### config.mk
export PLATFORM = sky130hd
export DESIGN_NAME = deadline_delay_queue
export DESIGN_NICKNAME = d
export VERILOG_FILES = /design/src/hw/rtl/ddq_pkg.sv /design/src/hw/rtl/ddq_cell.sv /design/src/hw/rtl/deadline_delay_queue.sv
export SDC_FILE = /design/constraint.sdc
export NUM_CORES = 2
export LEC_CHECK = 0
export CORE_UTILIZATION = 50
export DETAILED_ROUTE_END_ITERATION = 10
export DONT_BUFFER_PORTS = 1
export HOLD_SLACK_MARGIN = 0.03
export SLEW_MARGIN = 20
export SYNTH_ARGS = -nofsm -noshare
export SYNTH_HDL_FRONTEND = slang
export SYNTH_SLANG_ARGS = --single-unit
### constraint.sdc
create_clock -name clock -period 21.6 [get_ports clock]
set_input_delay 4.32 -clock clock [delete_from_list [all_inputs] [get_ports clock]]
set_output_delay 4.32 -clock clock [all_outputs]
set_load 0.005 [all_outputs]
### src/hw/rtl/ddq_pkg.sv
// ddq_pkg: shared types, codes and the wrap-safe time compare for the deadline delay queue
`timescale 1ns / 1ps

package ddq_pkg;

   localparam int TIME_W   = 32;
   localparam int INDEX_W  = 32;
   localparam int DELAY_W  = 24;
   localparam int OCC_W    = 5;

   typedef enum logic [1:0] {
      FUNC_PUSH = 2'd0,
      FUNC_TICK = 2'd1,
      FUNC_POP  = 2'd2,
      FUNC_GET  = 2'd3
   } func_type;

   typedef enum logic [1:0] {
      STATUS_OK      = 2'd0,
      STATUS_NOT_DUE = 2'd1,
      STATUS_EMPTY   = 2'd2,
      STATUS_FULL    = 2'd3
   } status_type;

   typedef struct packed {
      logic push_en;
      logic pop_en;
   } cell_ctrl_type;

   // a lies strictly before b when the wrapped difference is negative
   function automatic logic earlier(input logic [TIME_W-1:0] a, input logic [TIME_W-1:0] b);
      logic [TIME_W-1:0] diff;
      diff = a - b;
      return diff[TIME_W-1];
   endfunction

endpackage

### src/hw/rtl/ddq_cell.sv
// ddq_cell: one slot of the sorted chain, holding a due time and an index
`timescale 1ns / 1ps

module ddq_cell
   import ddq_pkg::*;
(
   input  logic                clock,
   input  cell_ctrl_type       ctrl,
   input  logic                occupied,
   input  logic [TIME_W-1:0]   new_due,
   input  logic [INDEX_W-1:0]  new_index,
   input  logic                left_match,
   input  logic [TIME_W-1:0]   left_due,
   input  logic [INDEX_W-1:0]  left_index,
   input  logic [TIME_W-1:0]   right_due,
   input  logic [INDEX_W-1:0]  right_index,
   input  logic                above_in,
   output logic                above_out,
   output logic                match,
   output logic [TIME_W-1:0]   due,
   output logic [INDEX_W-1:0]  index
);

   logic [TIME_W-1:0]  due_ff,   due_in;
   logic [INDEX_W-1:0] index_ff, index_in;

   // the new entry goes after this cell when it is not earlier than our entry
   assign match     = occupied && !earlier(new_due, due_ff);
   assign above_out = above_in | match;

   always_comb begin
      due_in   = due_ff;
      index_in = index_ff;
      if (ctrl.push_en) begin
         if (!above_out) begin
            if (left_match) begin
               due_in   = new_due;
               index_in = new_index;
            end else begin
               due_in   = left_due;
               index_in = left_index;
            end
         end
      end else if (ctrl.pop_en) begin
         due_in   = right_due;
         index_in = right_index;
      end
   end

   always_ff @(posedge clock) begin
      due_ff   <= due_in;
      index_ff <= index_in;
   end

   assign due   = due_ff;
   assign index = index_ff;

endmodule

### src/hw/rtl/deadline_delay_queue.sv
// deadline_delay_queue: top level, command decode, time counter and the chain of cells
//
//   channel   ports                                            handshake
//   request   req_func, req_product_index, req_delay_ticks     start & !busy
//   result    rsp_out_index, rsp_status, rsp_occupancy         rsp_valid, one cycle
//
// one request per cycle; the result appears in the cycle after acceptance.
// push inserts into the sorted chain: every cell compares in
// parallel and the chain shifts right above the insertion point.
// a successful pop or get shifts the whole chain left by one cell.
// reset clears the entry count, the time counter and the result strobe.
// busy stays low, and results cannot be stalled by the receiver.
`timescale 1ns / 1ps

module deadline_delay_queue
   import ddq_pkg::*;
#(
   parameter int DEPTH = 16
) (
   input  logic                       clock,
   input  logic                       reset,
   input  logic                       start,
   output logic                       busy,
   input  logic [1:0]                 req_func,
   input  logic [INDEX_W-1:0]         req_product_index,
   input  logic signed [DELAY_W-1:0]  req_delay_ticks,
   output logic                       rsp_valid,
   output logic [INDEX_W-1:0]         rsp_out_index,
   output logic [1:0]                 rsp_status,
   output logic [OCC_W-1:0]           rsp_occupancy
);

   localparam int CW = $clog2(DEPTH + 1);

   logic [CW-1:0]      count_ff, count_in;
   logic [TIME_W-1:0]  time_ff, time_in;
   logic               valid_ff, valid_in;
   logic [INDEX_W-1:0] out_index_ff, out_index_in;
   status_type         status_ff, status_in;
   logic [OCC_W-1:0]   occ_ff, occ_in;

   cell_ctrl_type      ctrl;
   func_type           func;
   logic [TIME_W-1:0]  new_due;
   logic [DELAY_W-1:0] delay_clamped;
   logic               full, empty;

   logic [TIME_W-1:0]  due_w   [DEPTH];
   logic [INDEX_W-1:0] index_w [DEPTH];
   logic [DEPTH-1:0]   match_w;
   logic [DEPTH:0]     above_w;

   assign busy = 1'b0;
   assign func = func_type'(req_func);
   assign full  = (count_ff == CW'(DEPTH));
   assign empty = (count_ff == '0);

   // negative delays count as due now
   assign delay_clamped = req_delay_ticks[DELAY_W-1] ? '0 : DELAY_W'(req_delay_ticks);
   assign new_due = time_ff + TIME_W'(delay_clamped);

   assign above_w[DEPTH] = 1'b0;

   for (genvar i = 0; i < DEPTH; i++) begin : g_cell
      logic               occ;
      logic               lm;
      logic [TIME_W-1:0]  ld, rd;
      logic [INDEX_W-1:0] li, ri;

      assign occ = (count_ff > CW'(i));

      if (i == 0) begin : g_head
         assign lm = 1'b1;
         assign ld = new_due;
         assign li = req_product_index;
      end else begin : g_body
         assign lm = match_w[i-1];
         assign ld = due_w[i-1];
         assign li = index_w[i-1];
      end

      if (i == DEPTH - 1) begin : g_tail
         assign rd = '0;
         assign ri = '0;
      end else begin : g_inner
         assign rd = due_w[i+1];
         assign ri = index_w[i+1];
      end

      ddq_cell u_cell (
         .clock       (clock),
         .ctrl        (ctrl),
         .occupied    (occ),
         .new_due     (new_due),
         .new_index   (req_product_index),
         .left_match  (lm),
         .left_due    (ld),
         .left_index  (li),
         .right_due   (rd),
         .right_index (ri),
         .above_in    (above_w[i+1]),
         .above_out   (above_w[i]),
         .match       (match_w[i]),
         .due         (due_w[i]),
         .index       (index_w[i])
      );
   end

   always_comb begin
      ctrl         = '0;
      count_in     = count_ff;
      time_in      = time_ff;
      valid_in     = start;
      out_index_in = '0;
      status_in    = STATUS_OK;
      if (start) begin
         case (func)
            FUNC_PUSH: begin
               if (full) begin
                  status_in = STATUS_FULL;
               end else begin
                  ctrl.push_en = 1'b1;
                  count_in     = count_ff + 1'b1;
               end
            end
            FUNC_TICK: begin
               time_in = time_ff + 1'b1;
            end
            FUNC_POP, FUNC_GET: begin
               if (empty) begin
                  status_in = STATUS_EMPTY;
               end else if (func == FUNC_POP && earlier(time_ff, due_w[0])) begin
                  status_in = STATUS_NOT_DUE;
               end else begin
                  ctrl.pop_en  = 1'b1;
                  out_index_in = index_w[0];
                  count_in     = count_ff - 1'b1;
               end
            end
            default: begin
               status_in = STATUS_OK;
            end
         endcase
      end
      occ_in = OCC_W'(count_in);
   end

   always_ff @(posedge clock) begin
      if (reset) begin
         count_ff <= '0;
         time_ff  <= '0;
         valid_ff <= 1'b0;
      end else begin
         count_ff <= count_in;
         time_ff  <= time_in;
         valid_ff <= valid_in;
      end
   end

   always_ff @(posedge clock) begin
      out_index_ff <= out_index_in;
      status_ff    <= status_in;
      occ_ff       <= occ_in;
   end

   assign rsp_valid     = valid_ff;
   assign rsp_out_index = out_index_ff;
   assign rsp_status    = status_ff;
   assign rsp_occupancy = occ_ff;

   a_one_result: assert property (@(posedge clock) disable iff (reset)
      start |=> rsp_valid)
      else $error("accepted request produced no result");

   a_no_spurious: assert property (@(posedge clock) disable iff (reset)
      !start |=> !rsp_valid)
      else $error("result without a request");

   a_count_bound: assert property (@(posedge clock) disable iff (reset)
      count_ff <= CW'(DEPTH))
      else $error("entry count above depth");

   a_full_push: assert property (@(posedge clock) disable iff (reset)
      start && func == FUNC_PUSH && full |=> rsp_status == STATUS_FULL && $stable(count_ff))
      else $error("push into a full queue changed state");

   a_fail_zero: assert property (@(posedge clock) disable iff (reset)
      rsp_valid && rsp_status != STATUS_OK |-> rsp_out_index == '0)
      else $error("failed request returned a nonzero index");

endmodule

==> run_results.csv <==
group,metric,value,unit
yosys,synth.area.mux_share,0.111,
power_and_ir_drop,cellPowerDensity,73.5,nW/µm²
yosys,syn-mean-instance-area,9.84,µm²
timing,final_max_slew_viol_count,0,
grt,grt_first_pass_wirelength,293000,µm
yosys,syn_area,68900,µm²
timing,final_period_minus_worst_setup_slack,12.43,ns
setup_path,criticalPathCategory,"primary input to flip-flop",
finish,most_frequent_standard_cell_in_the_layout_excluding_fill_and_tap_cells,"sky130_fd_sc_hd__nand2_1",
yosys,synth_edf_count,1024,
yosys,synth_top_family_by_area,"compound AO/OA/AOI/OAI gates",
timing,setup_total_negative_slack,0,ns
finish,final_nets,7411,
finish,post_route_cells_drive_above_1_share,0.0565,
outcome,status,"finished clean",
setup_path,data_arrival_time_of_the_worst_path,12.83,ns
clocking,post_cts_resize_count,0,
grt,grt_pass1_vias,50253,
timing,timing.final.hold_violations,0,
detailed_routing,wl_per_cell,21.8,µm
clocking,clock_insertion_delay_worst_skew,0.79,ns
setup_path,reg2regPathDepth,26,
finish,areaGrowthSynthToFinish,8.80,%
timing,tightestPinTransition,1.27,ns
clocking,postCtsSetupBuffers,0,
setup_path,worst_setup_path_start_kind,"primary input",
timing,final_critical_path_setup_slack,9.17,ns
placement,dp_worst_setup_slack,8.19,ns
setup_path,reg2reg_slack,12.44,ns
clocking,root_driver,"sky130_fd_sc_hd__clkbuf_16",
floorplanning,vert_die_dim,373,µm
grt,grt_start_max_net_pins,263,
detailed_routing,first_pass_iters,6,
yosys,synth.yosys.seq_area_share,0.468,
power_and_ir_drop,peakVddDrop,0.0651,mV
clocking,cts_inserted_buffers,134,
yosys,synthesis.instances,7003,
grt,grt_overflow,0,
placement,port_buffers,0,
setup_path,worstSetupEndpointType,"flip-flop",
clocking,ctsLongestPathBuffers,3,
floorplanning,row_count,135,
floorplanning,die-width,373,µm
placement,dp_hpwl,125000,µm
detailed_routing,drtAntennaViolNets,0,
clocking,cts_hold_buffers,0,
yosys,post_synth_and_or_nand_nor_area_fraction,0.114,
detailed_routing,drc,0,
clocking,clock_tree.htree_level_count,4,
min_path,worstHoldStart,"g_cell[0].u_cell.index[9]",
grt,global_route.usage.total,0.268,
yosys,yosys_warnings,0,
floorplanning,initial_core_util,0.506,
finish,layout.area.seq,32300,µm²
setup_path,crit-reg2reg-launch,"time_ff[0]",
detailed_routing,detail_route.iter0.violations,4218,
min_path,hold_path_end,"rsp_out_index[9]",
detailed_routing,detail_route.wirelength,190000,µm
timing,min_period_over_period,0.575,
floorplanning,io_pins,102,
detailed_routing,detail_routed_via_count_per_cell,5.91,
timing,grt_setup_unrepaired,"no",
yosys,yosys.area_share.adder,0.0981,
finish,multi_input_area,33400,µm²
setup_path,highest_fanout_seen_on_the_critical_path,38,
floorplanning,design.die.area,139000,µm²
timing,fin_skew,0.0340,ns
clocking,tritoncts_num_sinks,1101,
yosys,synth.net_count,7604,
setup_path,reg2reg_to,"g_cell[0].u_cell.index[13]",
min_path,worst_hold_path.num_cells,1,
yosys,synth_xor_area_frac,0.00889,
detailed_routing,routed-via-count,51397,
clocking,clk_pin_slew,0.06,ns
placement,place.gp.congestion,0.918,
yosys,synth-main-ff-cell,"sky130_fd_sc_hd__edfxtp_1",
timing,setup_viol_count_final,0,
yosys,asyncSetResetFlopFracSynth,0,
clocking,cts_tree,"built",
yosys,distinct_cells_synth,92,
timing,f_max,80.5,MHz
yosys,synth_compound_area_frac,0.144,
floorplanning,floorplan.core_area,136000,µm²
finish,nFillCells,12147,
finish,layout.cells.most_common_list,"1119 x sky130_fd_sc_hd__nand2_1, 1024 x sky130_fd_sc_hd__edfxtp_1, 861 x sky130_fd_sc_hd__o21ai_0, 750 x sky130_fd_sc_hd__mux2i_1, 539 x sky130_fd_sc_hd__ha_1",
grt,grt_antenna_before_repair,2,
power_and_ir_drop,power.leakage,32.6,nW
min_path,min_path_type,"flip-flop to flip-flop",
setup_path,cp_data_required_time,22.00,ns
run,maxCapViolCount,0,
yosys,postSynthRegisterBits,1101,
timing,max_slew_margin,0.151,
==> Yosys cell counts, types with 5 or more instances <==
library cell | instances | area share
sky130_fd_sc_hd__o21ai_1 | 76 | 0.0055
sky130_fd_sc_hd__or3_1 | 16 | 0.0015
sky130_fd_sc_hd__nor3b_1 | 7 | 0.00076
sky130_fd_sc_hd__a211oi_1 | 67 | 0.0073
sky130_fd_sc_hd__a21boi_0 | 5 | 0.00054
sky130_fd_sc_hd__and3_1 | 17 | 0.0015
sky130_fd_sc_hd__ha_1 | 539 | 0.098
sky130_fd_sc_hd__xor2_1 | 24 | 0.0030
sky130_fd_sc_hd__nor4_1 | 6 | 0.00054
sky130_fd_sc_hd__mux2i_1 | 755 | 0.11
sky130_fd_sc_hd__and4_1 | 21 | 0.0027
sky130_fd_sc_hd__buf_2 | 80 | 0.0058
sky130_fd_sc_hd__mux2_2 | 5 | 0.00082
sky130_fd_sc_hd__a221o_1 | 5 | 0.00073
sky130_fd_sc_hd__a22oi_1 | 23 | 0.0025
sky130_fd_sc_hd__buf_4 | 41 | 0.0045
sky130_fd_sc_hd__o21ai_0 | 866 | 0.063
sky130_fd_sc_hd__o22ai_1 | 31 | 0.0028
sky130_fd_sc_hd__o21a_1 | 27 | 0.0029
sky130_fd_sc_hd__a211o_1 | 17 | 0.0022
sky130_fd_sc_hd__nand2_1 | 1124 | 0.061
sky130_fd_sc_hd__o31ai_1 | 12 | 0.0013
sky130_fd_sc_hd__a21oi_1 | 353 | 0.026
sky130_fd_sc_hd__nor2_1 | 351 | 0.019
sky130_fd_sc_hd__nand4_1 | 60 | 0.0054
sky130_fd_sc_hd__xnor2_1 | 34 | 0.0043
sky130_fd_sc_hd__o2111ai_1 | 12 | 0.0015
sky130_fd_sc_hd__o21bai_1 | 13 | 0.0014
sky130_fd_sc_hd__a2111oi_0 | 15 | 0.0019
sky130_fd_sc_hd__dfxtp_1 | 77 | 0.022
sky130_fd_sc_hd__edfxtp_1 | 1024 | 0.45
sky130_fd_sc_hd__nor3_1 | 38 | 0.0028
sky130_fd_sc_hd__a21o_1 | 94 | 0.010
sky130_fd_sc_hd__nand2b_1 | 27 | 0.0025
sky130_fd_sc_hd__a31oi_1 | 35 | 0.0032
sky130_fd_sc_hd__and2_1 | 42 | 0.0038
sky130_fd_sc_hd__inv_1 | 518 | 0.028
sky130_fd_sc_hd__nand3_1 | 61 | 0.0044
sky130_fd_sc_hd__nor2b_1 | 45 | 0.0041
sky130_fd_sc_hd__a221oi_1 | 13 | 0.0017
sky130_fd_sc_hd__clkbuf_1 | 311 | 0.017
sky130_fd_sc_hd__o211ai_1 | 27 | 0.0029
==> flip-flops by register name, summed over array words and instances, names as in the netlist <==
| name | count |
|---|---|
| g_cell.u_cell.due | 512 |
| rsp_occupancy | 5 |
| rsp_valid | 1 |
| rsp_out_index | 32 |
| g_cell.u_cell.index | 512 |
| time_ff | 32 |
| rsp_status | 2 |
| count_ff | 5 |
==> worst max path at each step <==
stage | start | to | slack (ns) | cells past startpoint
final | req_delay_ticks[0] | g_cell[0].u_cell.index[13] | 9.17 | 27
after global routing | req_delay_ticks[0] | g_cell[0].u_cell.index[13] | 8.79 | 26
after CTS | req_delay_ticks[0] | g_cell[3].u_cell.index[13] | 8.98 | 25
after detailed placement | req_delay_ticks[0] | g_cell[3].u_cell.index[15] | 8.19 | 25
after global placement | req_delay_ticks[0] | g_cell[3].u_cell.index[15] | 8.28 | 25
after floorplan | req_delay_ticks[23] | g_cell[6].u_cell.due[0] | 4.54 | 26
==> stage by stage <==
stage | cells | total power [mW] | cell area, µm² | hold slack [ns] | util
2_1_floorplan | 7003 | 3.09 | 68900 | 0.448 | -
3_3_place_gp | 8453 | 3.27 | 70600 | 0.452 | 0.519
3_5_place_dp | 8453 | 3.29 | 70600 | 0.459 | 0.519
4_1_cts | 8697 | 5.55 | 74900 | 0.469 | 0.550
5_1_grt | 8699 | 5.71 | 75000 | 0.502 | 0.551
6_report | 8701 | 5.51 | 75000 | 0.465 | 0.551
==> cell families (layout without fill, tap and decap cells) <==
group	Yosys count	count (layout)
simple gates	1846	1846
compound gates	1737	1737
flops	1101	1101
buf+inv	954	869
mux	761	761
fa+ha+maj	540	540
xor+xnor	63	63
other cells	1	3
==> worst max-delay path, stage by stage <==
cell and delay, ns:
sky130_fd_sc_hd__nor2b_1 0.13, sky130_fd_sc_hd__ha_1 0.20, sky130_fd_sc_hd__inv_1 0.07, sky130_fd_sc_hd__fa_1 0.24, sky130_fd_sc_hd__nor2b_1 0.08, sky130_fd_sc_hd__o31a_1 0.32, sky130_fd_sc_hd__o311ai_0 0.65, sky130_fd_sc_hd__a211oi_1 0.16
sky130_fd_sc_hd__o311ai_0 0.78, sky130_fd_sc_hd__a21oi_1 0.14, sky130_fd_sc_hd__a211oi_1 0.38, sky130_fd_sc_hd__xnor2_2 0.15, sky130_fd_sc_hd__buf_4 0.49, sky130_fd_sc_hd__ha_1 0.36, sky130_fd_sc_hd__a211oi_1 0.22, sky130_fd_sc_hd__o21bai_1 0.12
sky130_fd_sc_hd__a211oi_1 0.24, sky130_fd_sc_hd__o21ai_0 0.20, sky130_fd_sc_hd__a22o_1 0.28, sky130_fd_sc_hd__a211oi_1 0.46, sky130_fd_sc_hd__mux2i_4 0.30, sky130_fd_sc_hd__buf_4 0.59, sky130_fd_sc_hd__nor3b_1 0.26, sky130_fd_sc_hd__nand4_1 0.17
sky130_fd_sc_hd__o31ai_4 0.22, sky130_fd_sc_hd__buf_4 0.49, sky130_fd_sc_hd__buf_4 0.62
==> layer usage <==
layer / track usage / part of all wire / up-vias
li1: - / - / 24760
met1: 0.364 / 0.45 / 24846
met2: 0.438 / 0.46 / 1469
met3: 0.0342 / 0.055 / 322
met4: 0.0999 / 0.035 / 0
met5: 0 / 0 / -
==> layout make-up <==
cell class	count	area share
Timing Repair Buffer	107	0.0115
Multi-Input combinational cell	4948	0.445
Antenna cell	2	0.0000667
Clock inverter	62	0.00877
Clock buffer	182	0.0489
Sequential cell	1101	0.431
Inverter	518	0.0259
Tap cell	1781	0.0297
==> power by group <==
group	leakage (nW)	internal, mW	switching [mW]
Combinational	20.4	0.230	0.443
Clock	2.10	1.30	0.960
Sequential	10.1	2.51	0.0747
No activity file was read; power rests on OpenSTA's default activity.
